`src/rtl/pms_pkg.sv`:
```
// Shared types, constants and helpers for the pointer motion smoother.
`timescale 1ns / 1ps
package pms_pkg;
  localparam int FRAC_BITS_DEF = 16;
  localparam int DIV_W = 64;

  typedef struct packed {
    logic start;
    logic busy;
    logic done;
  } div_ctl_t;

  localparam logic [0:0] CMD_MOTION = 1'b0;
  localparam logic [0:0] CMD_FRAME  = 1'b1;

  localparam logic [1:0] REG_SMOOTH_EN = 2'd0;

  function automatic logic [31:0] sat32(input logic signed [65:0] v);
    if (v > 66'sd2147483647) sat32 = 32'h7fff_ffff;
    else if (v < -66'sd2147483648) sat32 = 32'h8000_0000;
    else sat32 = v[31:0];
  endfunction

  function automatic logic [31:0] usat_add(input logic [31:0] a, input logic [31:0] b);
    logic [32:0] s;
    s = {1'b0, a} + {1'b0, b};
    usat_add = s[32] ? 32'hffff_ffff : s[31:0];
  endfunction
endpackage

```
`src/rtl/pms_div.sv`:
```
// Shared unsigned restoring divider, one quotient bit per cycle.
`timescale 1ns / 1ps
module pms_div import pms_pkg::*; (
  input  logic             clk,
  input  logic             rst_n,
  input  logic             start,
  input  logic [DIV_W-1:0] num,
  input  logic [DIV_W-1:0] den,
  output div_ctl_t         ctl,
  output logic [DIV_W-1:0] quo
);
  logic [DIV_W-1:0] q_r, q_nxt, rem_r, rem_nxt, den_r, den_nxt;
  logic [6:0] cnt_r, cnt_nxt;
  logic busy_r, busy_nxt, done_r, done_nxt;
  logic [DIV_W:0] sh;

  always_comb begin
    q_nxt = q_r; rem_nxt = rem_r; den_nxt = den_r; cnt_nxt = cnt_r;
    busy_nxt = busy_r; done_nxt = 1'b0;
    sh = {rem_r, q_r[DIV_W-1]};
    if (start) begin
      q_nxt = num; rem_nxt = '0; den_nxt = den; cnt_nxt = 7'(DIV_W); busy_nxt = 1'b1;
    end else if (busy_r) begin
      if (sh >= {1'b0, den_r}) begin
        rem_nxt = DIV_W'(sh - {1'b0, den_r});
        q_nxt = {q_r[DIV_W-2:0], 1'b1};
      end else begin
        rem_nxt = sh[DIV_W-1:0];
        q_nxt = {q_r[DIV_W-2:0], 1'b0};
      end
      cnt_nxt = cnt_r - 7'd1;
      if (cnt_r == 7'd1) begin
        busy_nxt = 1'b0; done_nxt = 1'b1;
      end
    end
  end

  always_ff @(posedge clk) begin
    if (!rst_n) begin
      busy_r <= 1'b0; done_r <= 1'b0; cnt_r <= '0;
    end else begin
      busy_r <= busy_nxt; done_r <= done_nxt; cnt_r <= cnt_nxt;
    end
    q_r <= q_nxt; rem_r <= rem_nxt; den_r <= den_nxt;
  end

  assign ctl = '{start: start, busy: busy_r, done: done_r};
  assign quo = q_r;
endmodule

```
`src/rtl/pointer_motion_smoother.sv`:
```
// Top level of the two-axis pointer motion smoother.
`timescale 1ns / 1ps
// Pointer motion smoother. A motion item (command 0) folds rel_x/rel_y into
// per-frame accumulators and holds in_stall for one cycle, so a new motion
// item is not taken until the fold is done. Motion items produce no result. An
// end-of-frame item (command 1) runs each axis in turn through a small
// sequencer built around one shared 64-step restoring divider. Each division
// yields 64 quotient bits and then a done strobe. One shared 32x32 multiplier
// forms the rescale and spread products, and the final tenth as a reciprocal
// multiply. With smoothing off or on a long frame, an axis skips the divider.
// With smoothing on, an axis runs it for the seconds-per-sample estimate, again
// for a rescale or a spread, or twice more when the smoothed value is scaled
// down. A frame-end item holds in_stall until both axes and the output step
// are done and the result is handed to the output register.
// The result waits in an output register until taken. While an earlier result
// still waits, hold the sequence before the tenth of each axis, and hold the
// input too.
module pointer_motion_smoother import pms_pkg::*; #(
  parameter int FRAC_BITS = FRAC_BITS_DEF
) (
  input  logic        clk,
  input  logic        rst_n,
  input  logic        in_valid,
  output logic        in_stall,
  input  logic        in_command,
  input  logic signed [15:0] in_rel_x,
  input  logic signed [15:0] in_rel_y,
  input  logic [15:0] in_frame_delta,
  input  logic [15:0] in_frame_number,
  output logic        out_valid,
  input  logic        out_stall,
  output logic signed [31:0] out_axis_x_out,
  output logic signed [31:0] out_axis_y_out,
  input  logic        psel,
  input  logic        penable,
  input  logic        pwrite,
  input  logic [1:0]  paddr,
  input  logic [31:0] pwdata,
  output logic [31:0] prdata,
  output logic        pready
);
  localparam logic [31:0] QUARTER = 32'(64'd1 << (FRAC_BITS - 2));
  localparam logic [31:0] STT_RST = 32'(((64'd1 << FRAC_BITS) + 64'd62) / 64'd125);
  // ceil(2^35 / 10): x * RECIP10 >> 35 equals x / 10 for any 32-bit x
  localparam logic [31:0] RECIP10 = 32'hcccc_cccd;

  typedef enum logic [3:0] {
    S_IDLE, S_MOT, S_AX, S_SPS, S_DEC, S_WAIT_V, S_WAIT_SC, S_WAIT_SM,
    S_TEN, S_NEXT, S_OUT
  } state_t;

  typedef enum logic [1:0] {D_V, D_SC, D_SM} dk_t;

  state_t state_r, state_nxt;
  logic en_r;
  logic signed [31:0] acc_r [2];
  logic [31:0] stt_r [2], cnt_r [2], zd_r [2];
  logic signed [31:0] sm_r [2];
  logic [15:0] lfs_r;
  logic signed [15:0] rel_r [2];
  logic [31:0] d_r, sps_r;
  logic [15:0] fn_r;
  logic ax_r;
  logic signed [31:0] v_r;
  logic vneg_r;
  logic [31:0] res_r [2];
  logic ov_r;

  logic div_start;
  logic [DIV_W-1:0] div_num, div_den, div_q;
  div_ctl_t dctl;

  pms_div u_div (.clk, .rst_n, .start(div_start), .num(div_num), .den(div_den),
                 .ctl(dctl), .quo(div_q));

  assign pready = 1'b1;
  assign prdata = {31'd0, en_r};
  assign in_stall = (state_r != S_IDLE);
  assign out_valid = ov_r;
  assign out_axis_x_out = res_r[0];
  assign out_axis_y_out = res_r[1];

  logic in_acc;
  assign in_acc = in_valid && !in_stall;

  // Shared multiplier: |value| * frame time, or (|value| + 5) * 1/10 at the tenth.
  // A zero reading spreads the smoothed value instead of the reading.
  logic signed [31:0] sval;
  logic [31:0] smag, vmag, mul_a, mul_b, ten_q;
  logic [63:0] mul_p;
  logic [31:0] cur_cnt;
  logic [32:0] sps2;
  logic [32:0] zd_sum;
  always_comb begin
    sval = (v_r == 0) ? sm_r[ax_r] : v_r;
    smag = sval[31] ? 32'(-sval) : 32'(sval);
    vmag = v_r[31] ? 32'(-v_r) : 32'(v_r);
    if (state_r == S_TEN) begin
      mul_a = vmag + 32'd5;
      mul_b = RECIP10;
    end else begin
      mul_a = smag;
      mul_b = d_r;
    end
    mul_p = {32'd0, mul_a} * {32'd0, mul_b};
    ten_q = 32'(mul_p >> 35);
    cur_cnt = (cnt_r[ax_r] == 32'd0) ? 32'd1 : cnt_r[ax_r];
    sps2 = {sps_r, 1'b0};
    zd_sum = {1'b0, usat_add(zd_r[ax_r], d_r)};
  end

  dk_t dk_r;
  logic signed [65:0] sq;

  always_comb begin
    div_start = 1'b0; div_num = '0; div_den = 64'd1;
    sq = vneg_r ? -$signed({2'b0, div_q}) : $signed({2'b0, div_q});
    state_nxt = state_r;
    case (state_r)
      S_IDLE: if (in_acc) state_nxt = in_command ? S_AX : S_MOT;
      S_MOT: state_nxt = S_IDLE;
      S_AX: begin
        if (!en_r || d_r >= QUARTER) state_nxt = S_TEN;
        else begin
          div_start = 1'b1; div_num = {32'd0, stt_r[ax_r]};
          div_den = {32'd0, cur_cnt}; state_nxt = S_SPS;
        end
      end
      S_SPS: if (dctl.done) state_nxt = S_DEC;
      S_DEC: begin
        state_nxt = S_TEN;
        if (v_r == 0) begin
          if (zd_sum[31:0] < sps_r) begin
            div_start = 1'b1; div_num = mul_p; div_den = {32'd0, sps_r};
            state_nxt = S_WAIT_V;
          end
        end else if (sm_r[ax_r] != 0) begin
          if ({1'b0, d_r} < sps2) begin
            div_start = 1'b1; div_num = mul_p; div_den = {32'd0, sps_r};
            state_nxt = S_WAIT_V;
          end else if (sps_r != 0) begin
            div_start = 1'b1; div_num = {31'd0, d_r, 1'b0} + {32'd0, sps_r};
            div_den = {31'd0, sps2}; state_nxt = S_WAIT_SC;
          end
        end
      end
      S_WAIT_V: if (dctl.done) state_nxt = S_TEN;
      S_WAIT_SC: if (dctl.done) begin
        div_start = 1'b1;
        div_num = v_r[31] ? 64'(-64'(v_r)) : 64'(v_r);
        div_den = (div_q == 0) ? 64'd1 : div_q;
        state_nxt = S_WAIT_SM;
      end
      S_WAIT_SM: if (dctl.done) state_nxt = S_TEN;
      // Hold here while an earlier result still waits to be taken.
      S_TEN: if (!ov_r || !out_stall) state_nxt = S_NEXT;
      S_NEXT: state_nxt = ax_r ? S_OUT : S_AX;
      S_OUT: if (!ov_r || !out_stall) state_nxt = S_IDLE;
      default: state_nxt = S_IDLE;
    endcase
  end

  always_ff @(posedge clk) begin
    if (!rst_n) begin
      state_r <= S_IDLE; en_r <= 1'b0; ov_r <= 1'b0; lfs_r <= '0;
      for (int k = 0; k < 2; k++) begin
        acc_r[k] <= '0; stt_r[k] <= STT_RST; cnt_r[k] <= 32'd1;
        sm_r[k] <= '0; zd_r[k] <= '0;
      end
    end else begin
      state_r <= state_nxt;
      if (psel && penable && pwrite && paddr == REG_SMOOTH_EN) en_r <= pwdata[0];
      if (state_r == S_OUT && (!ov_r || !out_stall)) ov_r <= 1'b1;
      else if (ov_r && !out_stall) ov_r <= 1'b0;
      case (state_r)
        S_IDLE: if (in_acc) begin
          rel_r[0] <= in_rel_x; rel_r[1] <= in_rel_y;
          d_r <= 32'(({48'd0, in_frame_delta} << FRAC_BITS) >> 16);
          fn_r <= in_frame_number; ax_r <= 1'b0;
          v_r <= sat32(66'(acc_r[0]) <<< FRAC_BITS);
        end
        S_MOT: begin
          for (int k = 0; k < 2; k++) begin
            acc_r[k] <= sat32(66'(acc_r[k]) + 66'(rel_r[k]));
            cnt_r[k] <= usat_add(cnt_r[k],
              32'(rel_r[k][15] ? -17'(rel_r[k]) : 17'(rel_r[k])));
            if (lfs_r != fn_r && rel_r[k] != 0 && sm_r[k] != 0)
              stt_r[k] <= usat_add(stt_r[k], d_r);
          end
          lfs_r <= fn_r;
        end
        S_AX: if (en_r && d_r >= QUARTER) begin
          sm_r[ax_r] <= '0; zd_r[ax_r] <= '0;
        end
        S_SPS: if (dctl.done) sps_r <= div_q[31:0];
        S_DEC: begin
          vneg_r <= sval[31];
          if (v_r == 0) begin
            zd_r[ax_r] <= zd_sum[31:0];
            if (!(zd_sum[31:0] < sps_r)) sm_r[ax_r] <= '0;
          end else begin
            zd_r[ax_r] <= '0;
            if (sm_r[ax_r] == 0) sm_r[ax_r] <= v_r;
            else if (!({1'b0, d_r} < sps2) && sps_r == 0) sm_r[ax_r] <= '0;
          end
          dk_r <= (sm_r[ax_r] != 0 && v_r != 0) ? D_SM : D_V;
        end
        S_WAIT_V: if (dctl.done) begin
          v_r <= sat32(sq);
          if (dk_r == D_SM) sm_r[ax_r] <= sat32(sq);
        end
        S_WAIT_SC: if (dctl.done) vneg_r <= v_r[31];
        S_WAIT_SM: if (dctl.done) sm_r[ax_r] <= sat32(sq);
        S_TEN: if (!ov_r || !out_stall)
          res_r[ax_r] <= v_r[31] ? ten_q : 32'd0 - ten_q;
        S_NEXT: begin
          acc_r[ax_r] <= '0; ax_r <= 1'b1;
          v_r <= sat32(66'(acc_r[1]) <<< FRAC_BITS);
        end
        default: ;
      endcase
    end
  end

  // Result only appears after a frame-end sequence.
  a_out_after_seq: assert property (@(posedge clk) disable iff (!rst_n)
    $rose(ov_r) |-> $past(state_r) == S_OUT) else $error("unexpected result");
  // Never accept while busy.
  a_busy_stall: assert property (@(posedge clk) disable iff (!rst_n)
    state_r != S_IDLE |-> in_stall) else $error("accept while busy");
  // Divider started only when idle.
  a_div_idle: assert property (@(posedge clk) disable iff (!rst_n)
    div_start |-> !dctl.busy || dctl.done) else $error("divider overlap");
endmodule
```
`config.mk`:
```
export PLATFORM = sky130hd
export DESIGN_NAME = pointer_motion_smoother
export DESIGN_NICKNAME = d
export VERILOG_FILES = /design/src/rtl/pms_pkg.sv /design/src/rtl/pms_div.sv /design/src/rtl/pointer_motion_smoother.sv
export SDC_FILE = /design/constraint.sdc
export NUM_CORES = 2
export LEC_CHECK = 0
export BUFFER_PORTS_ARGS = -buffer_cell sky130_fd_sc_hd__buf_2
export CAP_MARGIN = 20
export CORE_ASPECT_RATIO = 1.5
export CORE_MARGIN = 1
export CORE_UTILIZATION = 40
export DETAILED_ROUTE_END_ITERATION = 10
export PLACE_DENSITY_LB_ADDON = 0.12
export SLEW_MARGIN = 5
export SYNTH_ARGS = -nofsm -noshare
export SYNTH_HDL_FRONTEND = slang
export SYNTH_HIERARCHICAL = 1
export SYNTH_SLANG_ARGS = --single-unit
```
`constraint.sdc`:
```
create_clock -name clk -period 15.67 [get_ports clk]
set_input_delay 2.3505 -clock clk [delete_from_list [all_inputs] [get_ports clk]]
set_output_delay 2.3505 -clock clk [all_outputs]
set_load 0.05 [all_outputs]
```
-- Yosys cells after proc, flatten, opt, wreduce, memory -nomap -nowiden
Memories as Yosys holds them, arrays and structs flattened. A register that Yosys moved wholly into a read port is not among the register bits.
Index checks and enable logic that the tools add are counted.
- divide/modulo/power cells: 0
- multiply operators: 1
- add/sub/neg operators: 18
- order comparisons: 14
- shifts and indexed selects: 0
- bitwise operators: 15
- multiplexer cells: 181
- equal/unequal tests: 20
- reduce and logical (&&, ||, !) cells: 53
- operators by type and width (operator ; count):
    32-bit 2-to-1 mux ; 55
    64-bit 2-to-1 mux ; 12
    64-bit one-hot mux with 3 select lines ; 2
    32-bit nonzero test ; 7
    32-bit by 16-bit adder with 33-bit output ; 5
    33-bit 2-to-1 mux ; 4
    32-bit zero test ; 4
    48-bit by 32-bit > comparator with 1-bit output (second input constant) ; 2
    48-bit by 32-bit less-than comparator with 1-bit output (second input constant) ; 2
    32-bit one-hot mux with 3 select lines ; 1
    32-bit OR reduction ; 3
    1-bit 2-to-1 mux ; 85
    32-bit by 32-bit adder with 33-bit output ; 2
    33-bit by 32-bit > comparator with 1-bit output (second input constant) ; 2
    66-bit by 32-bit > comparator with 1-bit output (second input constant) ; 1
    33-bit by 32-bit less-than comparator with 1-bit output (second input constant) ; 2
    66-bit by 32-bit less-than comparator with 1-bit output (second input constant) ; 1
    66-bit 2-to-1 mux ; 1
    64-bit negator with 66-bit output ; 1
    65-bit by 64-bit greater-or-equal comparator with 1-bit output ; 1
    64-bit zero test ; 1
    32-bit by 32-bit multiplier with 64-bit output ; 1
    16-bit negator with 32-bit output ; 2
    32-bit negator ; 2
    40 further kinds ; 103
- latch bits: 0
- bits in read-only memories: 0
- memory bits (writable): 416
- input port bits: 106
- register bits after elaboration: 323
- memories kept: 7
- memories (memory ; depth ; width ; rd ports ; clocked after Yosys merged registers in ; write ports ; line ; text):
    acc_r ; 2 ; 32 ; 2 ; 0 ; 2 ; pointer_motion_smoother.sv:56 ; logic signed [31:0] acc_r [2];
    cnt_r ; 2 ; 32 ; 3 ; 1 ; 2 ; pointer_motion_smoother.sv:57 ; logic [31:0] stt_r [2], cnt_r [2], zd_r [2];
    res_r ; 2 ; 32 ; 2 ; 0 ; 1 ; pointer_motion_smoother.sv:66 ; logic [31:0] res_r [2];
    sm_r ; 2 ; 32 ; 3 ; 1 ; 2 ; pointer_motion_smoother.sv:58 ; logic signed [31:0] sm_r [2];
    stt_r ; 2 ; 32 ; 3 ; 1 ; 2 ; pointer_motion_smoother.sv:57 ;
    zd_r ; 2 ; 32 ; 1 ; 1 ; 2 ; pointer_motion_smoother.sv:57 ;
    +1 memories ; - ; - ; - ; - ; - ; - ;

-- Longest topological paths before layout
- word-level depth: 15
- depth in mapped cells: 48
- depth with buffers taken out: 44

-- By module
Netlist, hierarchy kept.
- by module, submodules not included (module ; area an instance (um2) ; cells an instance ; instances ; seq. area each (um2)):
    pointer_motion_smoother ; 66568.8 ; 7333 ; 1 ; 15164.5
    pms_div ; 12051.6 ; 1238 ; 1 ; 5305.1

-- Worst setup path before layout
Ideal clock, no wire load.
- path kind: register to register
- from: register with a tool-made name
- to: memory res_r[0][19], data pin
- slack: 3255 ps
- arrival: 12139 ps
- stages on the path, launching flop included: 44
- library setup time: 275 ps
- path through: dfxtp_1 -> buf_2 -> clkbuf_1 -> buf_2 -> buf_1 -> buf_1 -> clkbuf_1 -> mux2_2 -> a21oi_1 -> ha_1 -> nor4b_1 -> and3_1 -> clkbuf_1 -> a21oi_1 -> xnor2_1 -> a21oi_1 -> clkbuf_1 -> nor2_1 -> [8 not listed] -> fa_1 -> fa_1 -> inv_1 -> fa_1 -> ha_1 -> buf_2 -> nand2_1 -> o21a_1 -> a2111oi_0 -> nor3_1 -> a2111oi_0 -> a21o_1 -> xnor2_1 -> nor4bb_1 -> and4_1 -> clkbuf_1 -> a41oi_1 -> xor2_1
- RTL lines (item ; line):
    end, declared ; pointer_motion_smoother.sv:66

-- Final worst setup path
- from: register v_r[0]
- to: memory res_r[1][27], data pin
- cells in the longest elaborated chain, start to end: 8
- RTL lines (item ; line ; text):
    start, declared ; pointer_motion_smoother.sv:64 ; logic signed [31:0] v_r;
    start signal, assigned ; pointer_motion_smoother.sv:180 ; v_r <= sat32(66'(acc_r[0]) <<< FRAC_BITS);
    start signal, assigned ; pointer_motion_smoother.sv:209 ; v_r <= sat32(sq);
    start signal, assigned ; pointer_motion_smoother.sv:218 ; v_r <= sat32(66'(acc_r[1]) <<< FRAC_BITS);
    branches (longest 4 deep; another with 32-bit negator) ; - ;
    32-bit 2-to-1 mux (*) ; pointer_motion_smoother.sv:98 ; if (state_r == S_TEN) begin
    32-bit by 32-bit multiplier with 64-bit output (*) ; pointer_motion_smoother.sv:105 ; mul_p = {32'd0, mul_a} * {32'd0, mul_b};
    1-bit by 29-bit subtractor with 30-bit output ; pointer_motion_smoother.sv:215 ; res_r[ax_r] <= v_r[31] ? ten_q : 32'd0 - ten_q;
    32-bit 2-to-1 mux (*) ; pointer_motion_smoother.sv:215 ;
Mark *: on every way between the ends.

==> impl_metrics.yaml <==
clocking:
  post_cts.repair.setup_buffers: 0
  cts_num_sinks: 735
  htreeDepth: 3
  root_buffer: "clkbuf_16"
  cts_tree: "done"
  cts_buffer_depth: 3
  cts_resized: 0
  clk_latency_ps: 720
  clkTransAtPathRegs_ps: 60
  postCtsHoldBufs: 0
  cts_buffers: 83
sta:
  tightest_slew_ps: 1180
  fmax_mhz: 70.2
  slew_headroom_pct: 21.5
  setup_viol: 0
  setup_slack_ps: 1420
  rsz0062_at_grt: "false"
  min_period_ps: 14250
  hold_viol: 0
  fin_crit_sh_pct: 91.0
  fin_setup_tns_ps: 0
  slew_viol_final: 0
  fin_skew_ps: 59.7
final_layout:
  area_growth_pct: 9.05
  final_common_cell: "inv_1"
  nFillCells: 19400
  fin_nets: 10100
  mostFrequentLayoutCells: "inv_1, nor2_1, ha_1, fa_1, edfxtp_1"
  fin_area_um2: 85700
  drive_gt1_share_pct: 8.70
setup_path:
  cp.required_ps: 16140
  cp_common_cell: "fa_1"
  r2r_cells: 43
  critPathLaunchType: "register"
  max_stage_delay_ps: 880
  worstPathMaxFanout: 11
  end_kind: "register"
  slowest_stage: "a21oi_1"
  critPathKind: "reg -> reg"
  critPathArrivalTime_ps: 14720
die:
  start_util_pct: 40.4
  std_cell_rows: 198
  core-area_um2: 195000
  fp.dieH_um: 545
  design.die.area_um2: 198000
  ios: 205
  fp.dieW_um: 364
global_routing:
  grt_usage_pct: 29.9
  grt_pass1_vias: 66600
  antenna_found_initial: 9
  grt_pass1_wl_um: 436000
  overflow: 0
  grt_max_degree: 114
placed_design:
  numPortBuffers: 141
  place_congestion: 1.05
  dp_slack_ps: 1470
  dp_hpwl_um: 241000
  dpl_cell_area_um2: 82900
route:
  drt_iter0_drc: 4899
  routed-via-count: 64900
  first_pass_iters: 6
  routed_via_density: 5.72
  ant_nets: 0
  wirelength_um: 297000
  routedWlPerCell_um: 26.2
  drcViolationCount: 0
synth:
  syn_avg_cell_area_um2: 9.17
  synth_area_um2: 78600
  synth_cells: 8569
  ys_warn_count: 6
job:
  drv_cap: 0
hold_path:
  hold_path_class: "reg -> reg"
  whs_path_depth: 2
status:
  status: "finished clean"
-- stage by stage --
| step | hold WS [ps] | utilization, % | instances |
|---|---|---|---|
| global route | 484 | 44.0 | 11300 |
| global placement | 455 | 42.5 | 11200 |
| detailed placement | 460 | 42.6 | 11200 |
| floorplan | 436 | - | 8631 |
| finish | 466 | 44.0 | 11300 |
| CTS | 469 | 44.0 | 11300 |
-- critical path: cells and delay by family, from the launching register on --
| family | cells | cell delay [ps] |
|---|---|---|
| buffers and inverters | 11 | 1400 |
| AOI/OAI and AO/OA | 8 | 2520 |
| xor gates and xnor gates | 3 | 860 |
| adders and majority gates | 11 | 5110 |
| and+or+nand+nor | 9 | 3080 |
| muxes | 1 | 450 |
| DFF | 1 | 600 |
-- metal layers --
metal	vias to the layer above	part of all wire (%)	global-route usage (%)
met4	2	8.3	21.4
met2	1946	51	54.1
met1	32200	36	32.3
met5	-	0.0044	0
met3	650	4.2	2.95
li1	30100	-	-
-- final cells by class --
class	count	area [um^2]	area share, %
Multi-Input combinational cell	6456	52900	61.7
Sequential cell	735	20500	23.9
Inverter	1035	3880	4.53
Tap cell	2600	3250	3.80
Timing Repair Buffer	364	2430	2.83
Clock buffer	109	2290	2.67
Clock inverter	45	500	0.584
Antenna cell	2	5.00	0.00584
-- flip-flops by register name (all words and copies together), names as in the netlist, 4 cells and up, named ones only --
signal	flops
zd_r	64
u_div/cnt_r	7
d_r	16
res_r	60
sps_r	32
sm_r	64
u_div/quo	64
lfs_r	16
cnt_r	64
fn_r	16
v_r	32
acc_r	64
u_div/den_r	64
u_div/rem_r	64
stt_r	64
state_r	4
rel_r	32
-- final timing paths --
| check | startpoint | endpoint | slack, ps |
|---|---|---|---|
| max reg2reg | v_r[0] | res_r[1][27] | 1420 |
| min | lfs_r[13] | lfs_r[13] | 470 |
| max | v_r[0] | res_r[1][27] | 1420 |
| min reg2reg | lfs_r[13] | lfs_r[13] | 470 |
Power is left out: the tool's default activity adds up to more than one toggle a clock period on the data nets, which glitch-free logic cannot reach.
